<file path="src/hdl/lobmm_pkg.sv">
// ----------------------------------------------------------------------------
// lobmm_pkg
// Shared types and constants for the limit order book with market maker.
// ----------------------------------------------------------------------------
package lobmm_pkg;

    // Order ids reserved for the maker's own quotes.
    localparam logic [15:0] QUOTE_BID_ID = 16'd999;
    localparam logic [15:0] QUOTE_ASK_ID = 16'd1000;

    // Result kinds.
    localparam logic [1:0] KIND_TRADE  = 2'd0;
    localparam logic [1:0] KIND_CANCEL = 2'd1;
    localparam logic [1:0] KIND_REST   = 2'd2;
    localparam logic [1:0] KIND_DONE   = 2'd3;

    // Result status codes.
    localparam logic [1:0] ST_OK        = 2'd0;
    localparam logic [1:0] ST_NOT_FOUND = 2'd1;
    localparam logic [1:0] ST_FULL      = 2'd2;

    // Configuration register indexes.
    localparam int          CFG_IDX_W     = 3;
    localparam logic [2:0]  CFG_MAX_INV   = 3'd0;
    localparam logic [2:0]  CFG_QSIZE     = 3'd1;
    localparam logic [2:0]  CFG_HSPREAD   = 3'd2;
    localparam logic [2:0]  CFG_GAIN      = 3'd3;
    localparam logic [2:0]  CFG_SKEW      = 3'd4;

    // Configuration reset values.
    localparam logic [14:0] RST_MAX_INV = 15'd100;
    localparam logic [15:0] RST_QSIZE   = 16'd5;
    localparam logic [23:0] RST_HSPREAD = 24'd65536;
    localparam logic [15:0] RST_GAIN    = 16'd26214;
    localparam logic [15:0] RST_SKEW    = 16'd6554;

    // At most this many results precede the completion of one order.
    localparam logic [5:0] OCNT_CAP = 6'd63;

    // One resting order.
    typedef struct packed {
        logic [15:0] id;
        logic [15:0] qty;
        logic [31:0] price;
    } t_entry;

    // Which order is currently being matched.
    typedef enum logic [1:0] {
        PH_EXT,
        PH_BID,
        PH_ASK
    } t_phase;

    // Datapath commands.
    typedef enum logic [4:0] {
        OP_NONE,
        OP_ACCEPT,
        OP_SCAN,
        OP_NEXTQ,
        OP_TAKE,
        OP_MISS,
        OP_TRADE,
        OP_DROP,
        OP_FULL,
        OP_POS_START,
        OP_STEP,
        OP_INSERT,
        OP_LVL_START,
        OP_LVL_STEP,
        OP_LVL_SIDE,
        OP_DIV_START,
        OP_DIV_STEP,
        OP_PRICE,
        OP_LOAD_BID,
        OP_LOAD_ASK,
        OP_DONE
    } t_op;

    // Controller states.
    typedef enum logic [4:0] {
        S_IDLE,
        S_DISPATCH,
        S_SCAN,
        S_TAKE,
        S_MISS,
        S_MATCH,
        S_TRADE,
        S_FULL,
        S_POS,
        S_INSERT,
        S_AFTER,
        S_RQ,
        S_LVL,
        S_DIV,
        S_PRICE,
        S_QBID,
        S_QASK,
        S_DONE
    } t_state;

    // Datapath status towards the controller.
    typedef struct packed {
        logic   out_free;
        logic   emit_ok;
        logic   hit;
        logic   scan_end;
        logic   side1;
        logic   is_cancel;
        logic   below_quote;
        logic   target_bid;
        logic   can_trade;
        logic   rem_zero;
        logic   is_market;
        logic   side_full;
        logic   pos_stop;
        logic   lvl_end;
        logic   quote_ok;
        logic   div_done;
        logic   bid_ok;
        logic   ask_ok;
        t_phase phase;
    } t_dp_stat;

endpackage

</file>
<file path="src/hdl/lobmm_ctrl.sv">
// ----------------------------------------------------------------------------
// lobmm_ctrl
// Sequencer for cancels, withdrawals, matching, insertion and requoting.
// ----------------------------------------------------------------------------
module lobmm_ctrl
    import lobmm_pkg::*;
(
    input  logic     i_clk,
    input  logic     i_rst_n,
    input  logic     i_valid,
    output logic     o_ready,
    input  t_dp_stat i_stat,
    output t_op      o_op
);

    t_state r_state;
    t_state n_state;

    // State register.
    always_ff @(posedge i_clk) begin
        if (!i_rst_n) begin
            r_state <= S_IDLE;
        end else begin
            r_state <= n_state;
        end
    end

    // Next state and datapath command.
    always_comb begin
        n_state = r_state;
        o_op    = OP_NONE;
        o_ready = 1'b0;
        unique case (r_state)
            S_IDLE: begin
                o_ready = 1'b1;
                if (i_valid) begin
                    o_op    = OP_ACCEPT;
                    n_state = S_DISPATCH;
                end
            end
            S_DISPATCH: begin
                if (i_stat.is_cancel || i_stat.below_quote) begin
                    n_state = S_SCAN;
                end else begin
                    n_state = S_MATCH;
                end
            end
            S_SCAN: begin
                if (i_stat.hit) begin
                    n_state = S_TAKE;
                end else if (i_stat.scan_end && i_stat.side1) begin
                    if (i_stat.is_cancel) begin
                        n_state = S_MISS;
                    end else begin
                        o_op    = OP_NEXTQ;
                        n_state = i_stat.target_bid ? S_SCAN : S_MATCH;
                    end
                end else begin
                    o_op = OP_SCAN;
                end
            end
            S_TAKE: begin
                if (i_stat.emit_ok) begin
                    o_op = OP_TAKE;
                    if (i_stat.is_cancel) begin
                        n_state = S_IDLE;
                    end else begin
                        n_state = i_stat.target_bid ? S_SCAN : S_MATCH;
                    end
                end
            end
            S_MISS: begin
                if (i_stat.out_free) begin
                    o_op    = OP_MISS;
                    n_state = S_IDLE;
                end
            end
            S_MATCH: begin
                if (i_stat.can_trade) begin
                    n_state = S_TRADE;
                end else if (i_stat.rem_zero) begin
                    n_state = S_AFTER;
                end else if (i_stat.is_market) begin
                    o_op    = OP_DROP;
                    n_state = S_AFTER;
                end else if (i_stat.side_full) begin
                    n_state = S_FULL;
                end else begin
                    o_op    = OP_POS_START;
                    n_state = S_POS;
                end
            end
            S_TRADE: begin
                if (i_stat.emit_ok) begin
                    o_op    = OP_TRADE;
                    n_state = S_MATCH;
                end
            end
            S_FULL: begin
                if (i_stat.emit_ok) begin
                    o_op    = OP_FULL;
                    n_state = S_AFTER;
                end
            end
            S_POS: begin
                if (i_stat.pos_stop) begin
                    n_state = S_INSERT;
                end else begin
                    o_op = OP_STEP;
                end
            end
            S_INSERT: begin
                if (i_stat.emit_ok) begin
                    o_op    = OP_INSERT;
                    n_state = S_AFTER;
                end
            end
            S_AFTER: begin
                unique case (i_stat.phase)
                    PH_EXT:  n_state = i_stat.below_quote ? S_RQ : S_DONE;
                    PH_BID:  n_state = S_QASK;
                    default: n_state = S_DONE;
                endcase
            end
            S_RQ: begin
                if (i_stat.quote_ok) begin
                    o_op    = OP_LVL_START;
                    n_state = S_LVL;
                end else begin
                    n_state = S_DONE;
                end
            end
            S_LVL: begin
                if (i_stat.lvl_end) begin
                    if (i_stat.side1) begin
                        o_op    = OP_DIV_START;
                        n_state = S_DIV;
                    end else begin
                        o_op = OP_LVL_SIDE;
                    end
                end else begin
                    o_op = OP_LVL_STEP;
                end
            end
            S_DIV: begin
                if (i_stat.div_done) begin
                    n_state = S_PRICE;
                end else begin
                    o_op = OP_DIV_STEP;
                end
            end
            S_PRICE: begin
                o_op    = OP_PRICE;
                n_state = S_QBID;
            end
            S_QBID: begin
                if (i_stat.bid_ok) begin
                    o_op    = OP_LOAD_BID;
                    n_state = S_MATCH;
                end else begin
                    n_state = S_QASK;
                end
            end
            S_QASK: begin
                if (i_stat.ask_ok) begin
                    o_op    = OP_LOAD_ASK;
                    n_state = S_MATCH;
                end else begin
                    n_state = S_DONE;
                end
            end
            S_DONE: begin
                if (i_stat.out_free) begin
                    o_op    = OP_DONE;
                    n_state = S_IDLE;
                end
            end
            default: n_state = S_IDLE;
        endcase
    end

endmodule

</file>
<file path="config.mk">
export PLATFORM = sky130hd
export DESIGN_NAME = lobmm_ctrl
export DESIGN_NICKNAME = d
export VERILOG_FILES = /design/src/hdl/lobmm_pkg.sv /design/src/hdl/lobmm_ctrl.sv
export SDC_FILE = /design/constraint.sdc
export NUM_CORES = 1
export LEC_CHECK = 0
export BUFFER_PORTS_ARGS = -buffer_cell sky130_fd_sc_hd__clkbuf_2
export CAP_MARGIN = 25
export CORE_MARGIN = 10
export CORE_UTILIZATION = 33
export CTS_BUF_LIST = sky130_fd_sc_hd__clkbuf_4 sky130_fd_sc_hd__clkbuf_8
export DETAILED_ROUTE_END_ITERATION = 12
export GPL_ROUTABILITY_DRIVEN = 0
export GPL_TIMING_DRIVEN = 1
export PLACE_DENSITY = 0.65
export SYNTH_ARGS = -nofsm -noshare
export SYNTH_HDL_FRONTEND = slang
export SYNTH_SLANG_ARGS = --single-unit
</file>
<file path="constraint.sdc">
create_clock -name i_clk -period 1.9 [get_ports i_clk]
set_input_delay 0 -clock i_clk [delete_from_list [all_inputs] [get_ports i_clk]]
set_output_delay 0 -clock i_clk [all_outputs]
set_load 0.05 [all_outputs]
</file>
==> Word level (Yosys, flattened, before mapping) <==
Cells that the tools add are included.
{ "word_totals": {"input_bits": 23, "wordCells": 84, "reg_bits": 5} }
{ "classes": {"n_reduce_logical": 7, "eq_ne": 28, "n_mux": 48} }
{ "ops": {"columns": ["cell", "count"], "rows": [
  ["case mux 5 bit (16 select lines)", 2],
  ["2-to-1 mux 5 bit", 22],
  ["2-to-1 mux 4 bit", 12],
  ["equality test 5 x 4 -> 1 bit (second input constant)", 8],
  ["2-to-1 mux 3 bit", 7],
  ["equality test 5 x 3 -> 1 bit (second input constant)", 4],
  ["inequality test 2 bit (second input constant)", 7],
  ["equality test 5 x 2 -> 1 bit (second input constant)", 2],
  ["equality test 5 bit (second input constant)", 2],
  ["case mux 5 bit (2 select lines)", 1],
  ["AND reduction 10 bit", 1],
  ["equality test 5 x 1 -> 1 bit (second input constant)", 1],
  ["zero test 5 bit", 1],
  ["inequality test 2 x 1 -> 1 bit (second input constant)", 2],
  ["OR reduction 2 bit", 2],
  ["2-to-1 mux 1 bit", 3],
  ["inequality test 3 bit (second input constant)", 1],
  ["equality test 2 x 1 -> 1 bit (second input constant)", 1],
  ["zero test 2 bit", 1],
  ["2-to-1 mux 2 bit", 1],
  ["logical AND 1 bit", 1],
  ["logical OR 1 bit", 1]
]} }

==> Depth between registers and ports, before layout <==
Gate-level depths: netlist of run 1.
{ "logic_depth": {"ltp_word": 5, "depth_mapped": 8, "ltp_nobuf": 5} }

==> Worst setup path before layout of run 1 <==
OpenSTA, ideal clock, no wires.
{ "synth_timing": {"kind": "register to output", "start": "register r_state[4]", "end": "output port o_op[4]", "stages_incl_launch_ff": 5, "slack_ps": -164, "t_arrival_ps": 2064, "path_buffers": 1, "required_time_ps": 1900, "path_cell_list": "dfxtp_1 -> buf_2 -> nor4b_1 -> a32oi_1 -> o21ai_0"} }
{ "synth_via": {"elab_chain_len": 2} }
{ "synth_rtl": {"columns": ["element", "line", "text"], "rows": [
  ["start: declaration", "lobmm_ctrl.sv:16", "t_state r_state;"],
  ["start signal: assignment", "lobmm_ctrl.sv:24", "r_state <= n_state;"],
  ["equality test 5 bit (tied with other cells)", "lobmm_ctrl.sv:33", "unique case (r_state)"],
  ["case mux 5 bit (16 select lines) *", "lobmm_ctrl.sv:33", null],
  ["end: declaration", "lobmm_ctrl.sv:13", "output t_op o_op"]
]} }
Every way passes the cells marked *; elsewhere a longest branch is shown, timed or not.

==> Worst setup path in the final report of run 1 <==
{ "layout_timing": {"start": "register r_state[2]", "end": "output port o_op[1]"} }
The elaborated chain is that of the path after synthesis.

==> metrics, run 1 <==
final hold violation count=0; critical path data arrival time=1.95 ns; buffers added on ports=28; antenna violation net count after detailed routing=0; Area Growth Syn to Fin=71.13%; sequential area share after synthesis=10.40%; number of rows created at floorplan=19; cell area after technology mapping=962.2 um^2; Synth async-reset ratio=0%; cell area reported after detailed placement=1305 um^2; flops & latches, synth=5; initial core utilization=34.59%; die outline height=74.00 um; CP startpoint kind=flop; Slew Limit Headroom=73.50%; largest vdd supply drop=0.001391 V; Crit path required time=1.90 ns; worst hold stages=2; capturing element type of the critical path=primary output; worst-skew pair later-pin latency=0.24 ns; via count=1476; most used flip-flop cell after synthesis=sky130_fd_sc_hd__dfxtp_1; area occupied by registers=116.4 um^2; die outline area=5475 um^2; final-report max-slew violation count=0; RSZ-0062 raised after global routing=true; antenna violations before repair=0; registers with the most flip-flops=r_state: 5 flops; horizontal die dimension=74.00 um; fin nets=224; number of sinks on the clock net=5; Final setup viols=2; fin worst setup slack=-0.04534 ns; total area of multi-input combinational cells=935.9 um^2; first-pass detailed-route iteration total=5; TritonCTS clock tree=yes; master cell of the clock root buffer=sky130_fd_sc_hd__clkbuf_4; final worst path period share=102.4%; fmax=514.1 MHz; core area=2781 um^2; total overflow reported by the global router=0; mean instance size in the synthesized netlist=6.776 um^2; library cell occupying the most area in the post-synthesis netlist=sky130_fd_sc_hd__dfxtp_1; yosys synthesis warning count=0; combined global-route utilization of all metal layers=14.40%; number of buffers added by the clock tree synthesis step=3; dpl hpwl=3070 um; total DRC errors in the routed layout=0; maximum number of buffers from clock root to sink=2; area fraction of the dominant cell type after synthesis=10.40%; count of fill cells added during filler insertion=242; Antenna diodes=0; Routed Wire Length=4364 um; first-pass GRT wire length=6665 um; power consumption=1.968 mW; clock transition at the register clock pins on the worst setup and hold paths after CTS=0.04 ns; maximum number of pins on one net before global-route repair=19; WS Path Type=flop to primary output; via count normalized by instance count=6.390; slew of the pin with the lowest slew margin=0.3968 ns; routed wire length per instance=18.89 um; fraction of final layout cells with drive strength greater than 1=52.00%; number of distinct library cells after synthesis=50; Tightest Hold Check Type=primary input to flop; vias in the first global route=1455; count of flip-flops with a built-in enable after synthesis=0; number of cells on the worst reg-to-reg path=7; synthesized netlist cell count=142; final worst clock skew=0.004943 ns; P per Cell Area=1195 nW/um^2; number of max-cap violations=0; max FFs per register=5; CTS H-Tree Depth=1; maximum net fanout on the critical path=7; leak pwr=0.6890 nW; run status=finished, violations left; post-layout minimum cycle time=1.945 ns; Synth area leaders=sky130_fd_sc_hd__dfxtp_1 10%, sky130_fd_sc_hd__o21ai_0 4.7%, sky130_fd_sc_hd__nand2_1 4.3%; number of nets in the synthesized netlist=165; count of boundary I/O pins=29; summed area of non-filler cells in the final layout=1647 um^2; violated checks=setup timing; DRC marker count from the first detailed-route iteration=165; largest reg by FF count=r_state
==> what timing repair did <==
item / 4_1_cts / 5_1_grt
setup endpoints to repair: 8 / 10
resized for setup: 22 / 33
hold buffers: 0 / 0
buffers inserted: 7 / 7
pin swaps: 4 / 14
==> critical path, cell delays in order (launching register included) <==
cell	delay [ns]
sky130_fd_sc_hd__dfxtp_4	0.36
sky130_fd_sc_hd__or4b_4	0.49
sky130_fd_sc_hd__or3_4	0.37
sky130_fd_sc_hd__a31oi_1	0.16
sky130_fd_sc_hd__a21oi_1	0.06
sky130_fd_sc_hd__nand3_1	0.12
sky130_fd_sc_hd__buf_12	0.15
==> where the power goes <==
part / total [mW] / switching [mW] / leakage, nW / internal, mW
Clock: 0.134 / 0.0406 / 0.0184 / 0.0934
Combinational: 1.64 / 0.889 / 0.626 / 0.751
Sequential: 0.194 / 0.0478 / 0.0441 / 0.146
Total: 1.97 / 0.977 / 0.689 / 0.991
==> cell type report <==
| type | count | share of cell area [%] |
|---|---|---|
| sequential | 5 | 7.067 |
| inverter | 7 | 1.824 |
| clock buffer | 4 | 1.824 |
| timing repair buffer | 65 | 30.09 |
| multi-input combinational | 119 | 56.84 |
| tap | 31 | 2.356 |
==> Yosys cell counts (2+ instances only) <==
library cell                count
sky130_fd_sc_hd__nand2_1       11
sky130_fd_sc_hd__nor2_1         9
sky130_fd_sc_hd__o21ai_0        9
sky130_fd_sc_hd__buf_2          7
sky130_fd_sc_hd__inv_1          7
sky130_fd_sc_hd__a21oi_1        6
sky130_fd_sc_hd__nor3_1         6
sky130_fd_sc_hd__or3_1          6
sky130_fd_sc_hd__dfxtp_1        5
sky130_fd_sc_hd__a32o_1         4
sky130_fd_sc_hd__and3_1         4
sky130_fd_sc_hd__nor2b_1        4
sky130_fd_sc_hd__a2111oi_0      3
sky130_fd_sc_hd__a31oi_1        3
sky130_fd_sc_hd__nand2b_1       3
sky130_fd_sc_hd__nand3_1        3
sky130_fd_sc_hd__nor3b_1        3
sky130_fd_sc_hd__nor4_1         3
sky130_fd_sc_hd__nor4b_1        3
sky130_fd_sc_hd__o32ai_1        3
sky130_fd_sc_hd__or4b_1         3
sky130_fd_sc_hd__a211o_1        2
sky130_fd_sc_hd__a211oi_1       2
sky130_fd_sc_hd__a32oi_1        2
sky130_fd_sc_hd__clkbuf_1       2
sky130_fd_sc_hd__nand3b_1       2
sky130_fd_sc_hd__o221ai_1       2
sky130_fd_sc_hd__o22ai_1        2
sky130_fd_sc_hd__o31ai_1        2
==> layer usage <==
layer / track usage, % / wire [um] / vias to the layer above / part of all wire (%)
li1: - / - / 688 / -
met1: 17.10 / 1721 / 688 / 39
met2: 24.81 / 2117 / 87 / 49
met3: 2.261 / 363 / 13 / 8.3
met4: 6.418 / 161 / 0 / 3.7
met5: 0 / 0 / - / 0
==> stage by stage <==
step,utilization [%],TNS (ns),hold slack (ns),worst slack (ns),cells
finish,59.20,-0.08981,0.07940,-0.04534,231
global route,59.20,-0.3337,0.09603,-0.1022,231
CTS,52.36,-0.2328,0.07162,-0.09317,224
detailed placement,46.92,-0.1302,0.3197,-0.04303,213
global placement,46.92,-0.03306,0.3129,-0.02705,213
floorplan,-,0,0.1608,0.001912,142
==> cell families (layout without fill, tap and decap cells) <==
logic type | after synthesis | after routing | share of synthesized area [%]
AO/OA/AOI/OAI | 48 | 48 | 36.15
XOR/XNOR | 1 | 1 | 0.9104
flip-flops | 5 | 5 | 10.40
multiplexers | 1 | 1 | 1.040
buffers and inverters | 18 | 76 | 8.713
AND/OR/NAND/NOR | 69 | 69 | 42.78
==> placed cells by master (no fill, tap or decap), types with 2 or more instances in the layout <==
master                      Yosys  routed
sky130_fd_sc_hd__or3_1          6       4
sky130_fd_sc_hd__o32ai_1        3       3
sky130_fd_sc_hd__nor3b_1        3       2
sky130_fd_sc_hd__o21ai_0        9       7
sky130_fd_sc_hd__or3_4          0       2
sky130_fd_sc_hd__o21ai_1        1       2
sky130_fd_sc_hd__clkbuf_2       0      24
sky130_fd_sc_hd__nor2b_1        4       2
sky130_fd_sc_hd__buf_12         0       3
sky130_fd_sc_hd__and3_1         4       3
sky130_fd_sc_hd__nor3_1         6       4
sky130_fd_sc_hd__nor2_1         9       9
sky130_fd_sc_hd__nor4_1         3       2
sky130_fd_sc_hd__buf_6          1       4
sky130_fd_sc_hd__nand2_1       11       9
sky130_fd_sc_hd__clkbuf_4       0       4
sky130_fd_sc_hd__dfxtp_4        0       4
sky130_fd_sc_hd__a2111oi_2      0       2
sky130_fd_sc_hd__nand2_2        0       2
sky130_fd_sc_hd__a21oi_1        6       4
sky130_fd_sc_hd__inv_1          7       6
sky130_fd_sc_hd__a21oi_2        0       2
sky130_fd_sc_hd__nand2b_1       3       3
sky130_fd_sc_hd__buf_8          0       2
sky130_fd_sc_hd__a32o_1         4       4
sky130_fd_sc_hd__a211oi_1       2       2
sky130_fd_sc_hd__nor4b_2        0       2
sky130_fd_sc_hd__nand3b_1       2       2
sky130_fd_sc_hd__nand3_1        3       2
sky130_fd_sc_hd__o31ai_1        2       2
sky130_fd_sc_hd__o221ai_1       2       2
sky130_fd_sc_hd__a31oi_1        3       3
sky130_fd_sc_hd__a211o_1        2       2
sky130_fd_sc_hd__or4b_4         0       3
sky130_fd_sc_hd__buf_4          0      32
sky130_fd_sc_hd__nor2b_2        0       2
==> path summary, 6_finish.rpt <==
kind / startpoint / to / slack, ns
setup / recovery: r_state[2]$_SDFFE_PN0P_ / o_op[1] / -0.05
hold / removal: i_rst_n / r_state[0]$_SDFFE_PN0P_ / 0.08
setup reg to reg: r_state[3]$_SDFFE_PN0P_ / r_state[1]$_SDFFE_PN0P_ / 0
hold reg to reg: r_state[0]$_SDFFE_PN0P_ / r_state[0]$_SDFFE_PN0P_ / 0.59
No activity file was read; power rests on OpenSTA's default activity.
==> run 2, diff against run 1 <==
- PLACE_DENSITY: 0.65 -> 0.69
==> run 2 against run 1 <==
Effect of this change:
- the run still ends with setup timing left
- sequential power fell by 6%
- cell count is 1.7% lower
- die area is the same
- largest cell class unchanged
- clock skew is 0.0022 ns lower
- clock power about the same
- count of clock-buffer cells in the layout stayed put
- power shrank 0.46%
- combinational power about the same
- non-clock buffer count shrank 4
- hold slack gained 0.0038 ns
- critical path depth unchanged
- largest power group unchanged
==> metrics, run 2 (same netlist as run 1, synthesis figures left out) <==
Crit path required time=1.90 ns (about the same); antenna violation net count after detailed routing=0 (unchanged); TritonCTS clock tree=yes (unchanged); Area Growth Syn to Fin=71.39% (was 71.13%); Sw Share=49.38% (was 49.65%); Final setup viols=6 (was 2); WS Path Type=flop to primary output (unchanged); routed wire length per instance=18.24 um (was 18.89 um); maximum number of buffers from clock root to sink=2 (unchanged); maximum net fanout on the critical path=3 (was 7); buffers added on ports=28 (unchanged); P per Cell Area=1188 nW/um^2 (was 1195 nW/um^2); Slew Limit Headroom=65.69% (was 73.50%); number of sinks on the clock net=5 (unchanged); worst-skew pair later-pin latency=0.24 ns (about the same); clock transition at the register clock pins on the worst setup and hold paths after CTS=0.04 ns (about the same); fin nets=220 (was 224); highest metal layer with signal wires=met4 (unchanged); CP startpoint kind=flop (unchanged); amount of wire on met3 after detailed routing=314 um (was 363 um); final hold violation count=0 (unchanged); final-report max-slew violation count=0 (unchanged); largest reg by FF count=r_state (unchanged); max FFs per register=5 (unchanged); first-pass detailed-route iteration total=4 (was 5); CTS H-Tree Depth=1 (unchanged); internal portion of total power=991.6 uW (was 990.9 uW); antenna violations before repair=0 (unchanged); clock share of power=6.9% (was 6.8%); RSZ-0062 raised after global routing=true (unchanged); vias in the first global route=1350 (was 1455); die outline area=5475 um^2 (unchanged); fmax=506.7 MHz (was 514.1 MHz); number of rows created at floorplan=19 (unchanged); Met1 Wirelength=1751 um (was 1721 um); via count normalized by instance count=6.115 (was 6.390); fin worst setup slack=-0.07349 ns (was -0.04534 ns); registers with the most flip-flops=r_state: 5 flops (unchanged); slew of the pin with the lowest slew margin=0.5074 ns (was 0.3968 ns); sequential share of power=9.3% (was 9.8%); run status=finished, violations left (unchanged); Tightest Hold Check Type=primary input to flop (unchanged); via count=1388 (was 1476); switching power of the nets=967.3 uW (was 977.1 uW); final worst clock skew=0.002713 ns (was 0.004943 ns); core area=2781 um^2 (unchanged); Final Instance Count excl. Fillers=227 (was 231); maximum number of pins on one net before global-route repair=26 (was 19); final core area utilization=59.29% (was 59.20%); DRC marker count from the first detailed-route iteration=63 (was 165); cell area reported after detailed placement=1333 um^2 (was 1305 um^2); worst setup slack after placement=-0.07518 ns (was -0.04303 ns); Antenna diodes=0 (unchanged); leak pwr=0.6765 nW (was 0.6890 nW); number of max-cap violations=0 (unchanged); Routed Wire Length=4140 um (was 4364 um); capturing element type of the critical path=primary output (unchanged); largest vdd supply drop=0.001302 V (was 0.001391 V); critical path data arrival time=1.97 ns (was 1.95 ns); violated checks=setup timing (unchanged); fraction of final layout cells with drive strength greater than 1=48.98% (was 52.00%); final worst path period share=103.9% (was 102.4%); wire length on met2=2028 um (was 2117 um); horizontal die dimension=74.00 um (unchanged); combined global-route utilization of all metal layers=13.65% (was 14.40%); leading cell type in the layout, fill and taps excluded=sky130_fd_sc_hd__buf_4 (unchanged); die outline height=74.00 um (unchanged); total DRC errors in the routed layout=0 (unchanged); number of buffers added by the clock tree synthesis step=3 (unchanged); summed area of non-filler cells in the final layout=1649 um^2 (was 1647 um^2); highest-count cells in the layout ignoring fill and taps=26 x sky130_fd_sc_hd__buf_4, 24 x sky130_fd_sc_hd__clkbuf_2, 11 x sky130_fd_sc_hd__nand2_1 (was 32 x sky130_fd_sc_hd__buf_4, 24 x sky130_fd_sc_hd__clkbuf_2, 9 x sky130_fd_sc_hd__nand2_1, 9 x sky130_fd_sc_hd__nor2_1, 7 x sky130_fd_sc_hd__o21ai_0); dpl hpwl=2874 um (was 3070 um); Placed Cells incl. Taps=215 (was 213); total overflow reported by the global router=0 (unchanged); count of fill cells added during filler insertion=241 (was 242); post-layout minimum cycle time=1.973 ns (was 1.945 ns); number of buffers inserted for hold repair after clock tree synthesis=0 (unchanged); master cell of the clock root buffer=sky130_fd_sc_hd__clkbuf_4 (unchanged); initial core utilization=34.59% (unchanged); count of boundary I/O pins=29 (unchanged); first-pass GRT wire length=6203 um (was 6665 um); power consumption=1.959 mW (was 1.968 mW); Logic pwr share=83.8% (was 83.3%)
==> run 2: cell count changes in the layout (fill, tap and decap cells not counted), moves of 2 or more <==
cell,change
sky130_fd_sc_hd__buf_4,-6
sky130_fd_sc_hd__dfxtp_2,+2
sky130_fd_sc_hd__o32ai_1,-2
sky130_fd_sc_hd__dfxtp_4,-2
sky130_fd_sc_hd__nor2b_1,+2
sky130_fd_sc_hd__nand2_1,+2
sky130_fd_sc_hd__nor2b_2,-2
sky130_fd_sc_hd__nand2_2,-2
sky130_fd_sc_hd__o32ai_2,+2
==> run 2: worst paths after layout <==
check / end / cells past startpoint / start / slack (ns)
max: o_op[1] / 6 / r_state[2]$_SDFFE_PN0P_ / -0.07
min: r_state[3]$_SDFFE_PN0P_ / 2 / i_rst_n / 0.08
min reg2reg: r_state[3]$_SDFFE_PN0P_ / 1 / r_state[3]$_SDFFE_PN0P_ / 0.56
max reg2reg: r_state[0]$_SDFFE_PN0P_ / 8 / r_state[2]$_SDFFE_PN0P_ / -0.06
==> run 2: worst max-delay path, stage by stage, from the launching register on <==
cell	delay [ns]
sky130_fd_sc_hd__dfxtp_2	0.33
sky130_fd_sc_hd__or4b_4	0.54
sky130_fd_sc_hd__or3_4	0.38
sky130_fd_sc_hd__a31oi_1	0.16
sky130_fd_sc_hd__a21oi_1	0.06
sky130_fd_sc_hd__nand3_1	0.12
sky130_fd_sc_hd__buf_12	0.15
==> run 2: timing repair <==
action,4_1_cts,5_1_grt
pin swaps,7,10
resized for setup,26,25
gates cloned,0,0
setup endpoints to repair,6,10
buffers inserted,7,1
==> run 2: metrics by stage <==
step | TNS [ns] | hold slack, ns
after floorplan | 0 | 0.1608
after global placement | -0.09007 | 0.3200
after detailed placement | -0.1307 | 0.3249
after CTS | -0.1582 | 0.07498
after global routing | -0.7615 | 0.09529
final | -0.3504 | 0.08316
==> run 2: power by group through the flow <==
stage / registers [mW] / clock network, mW / logic, mW
detailed placement: 0.169 / 0 / 1.33
global placement: 0.168 / 0 / 1.32
global route: 0.187 / 0.147 / 1.76
finish: 0.183 / 0.135 / 1.64
floorplan: 0.163 / 0 / 0.843
CTS: 0.175 / 0.142 / 1.45
==> run 2: layout make-up <==
| cell class | instances | area [um^2] | share of cell area, % |
|---|---|---|---|
| flip-flops and latches | 5 | 111.4 | 6.753 |
| well taps | 31 | 38.79 | 2.352 |
| clock buffers | 4 | 30.03 | 1.821 |
| inverters | 7 | 30.03 | 1.821 |
| repair buffers | 61 | 491.7 | 29.82 |
| multi-input cells | 119 | 947.2 | 57.44 |
==> run 2: routing by layer <==
layer | vias to the layer above | GRT usage (%)
li1 | 672 | -
met1 | 647 | 17.72
met2 | 65 | 21.97
met3 | 4 | 3.856
met4 | 0 | 2.692
met5 | - | 0
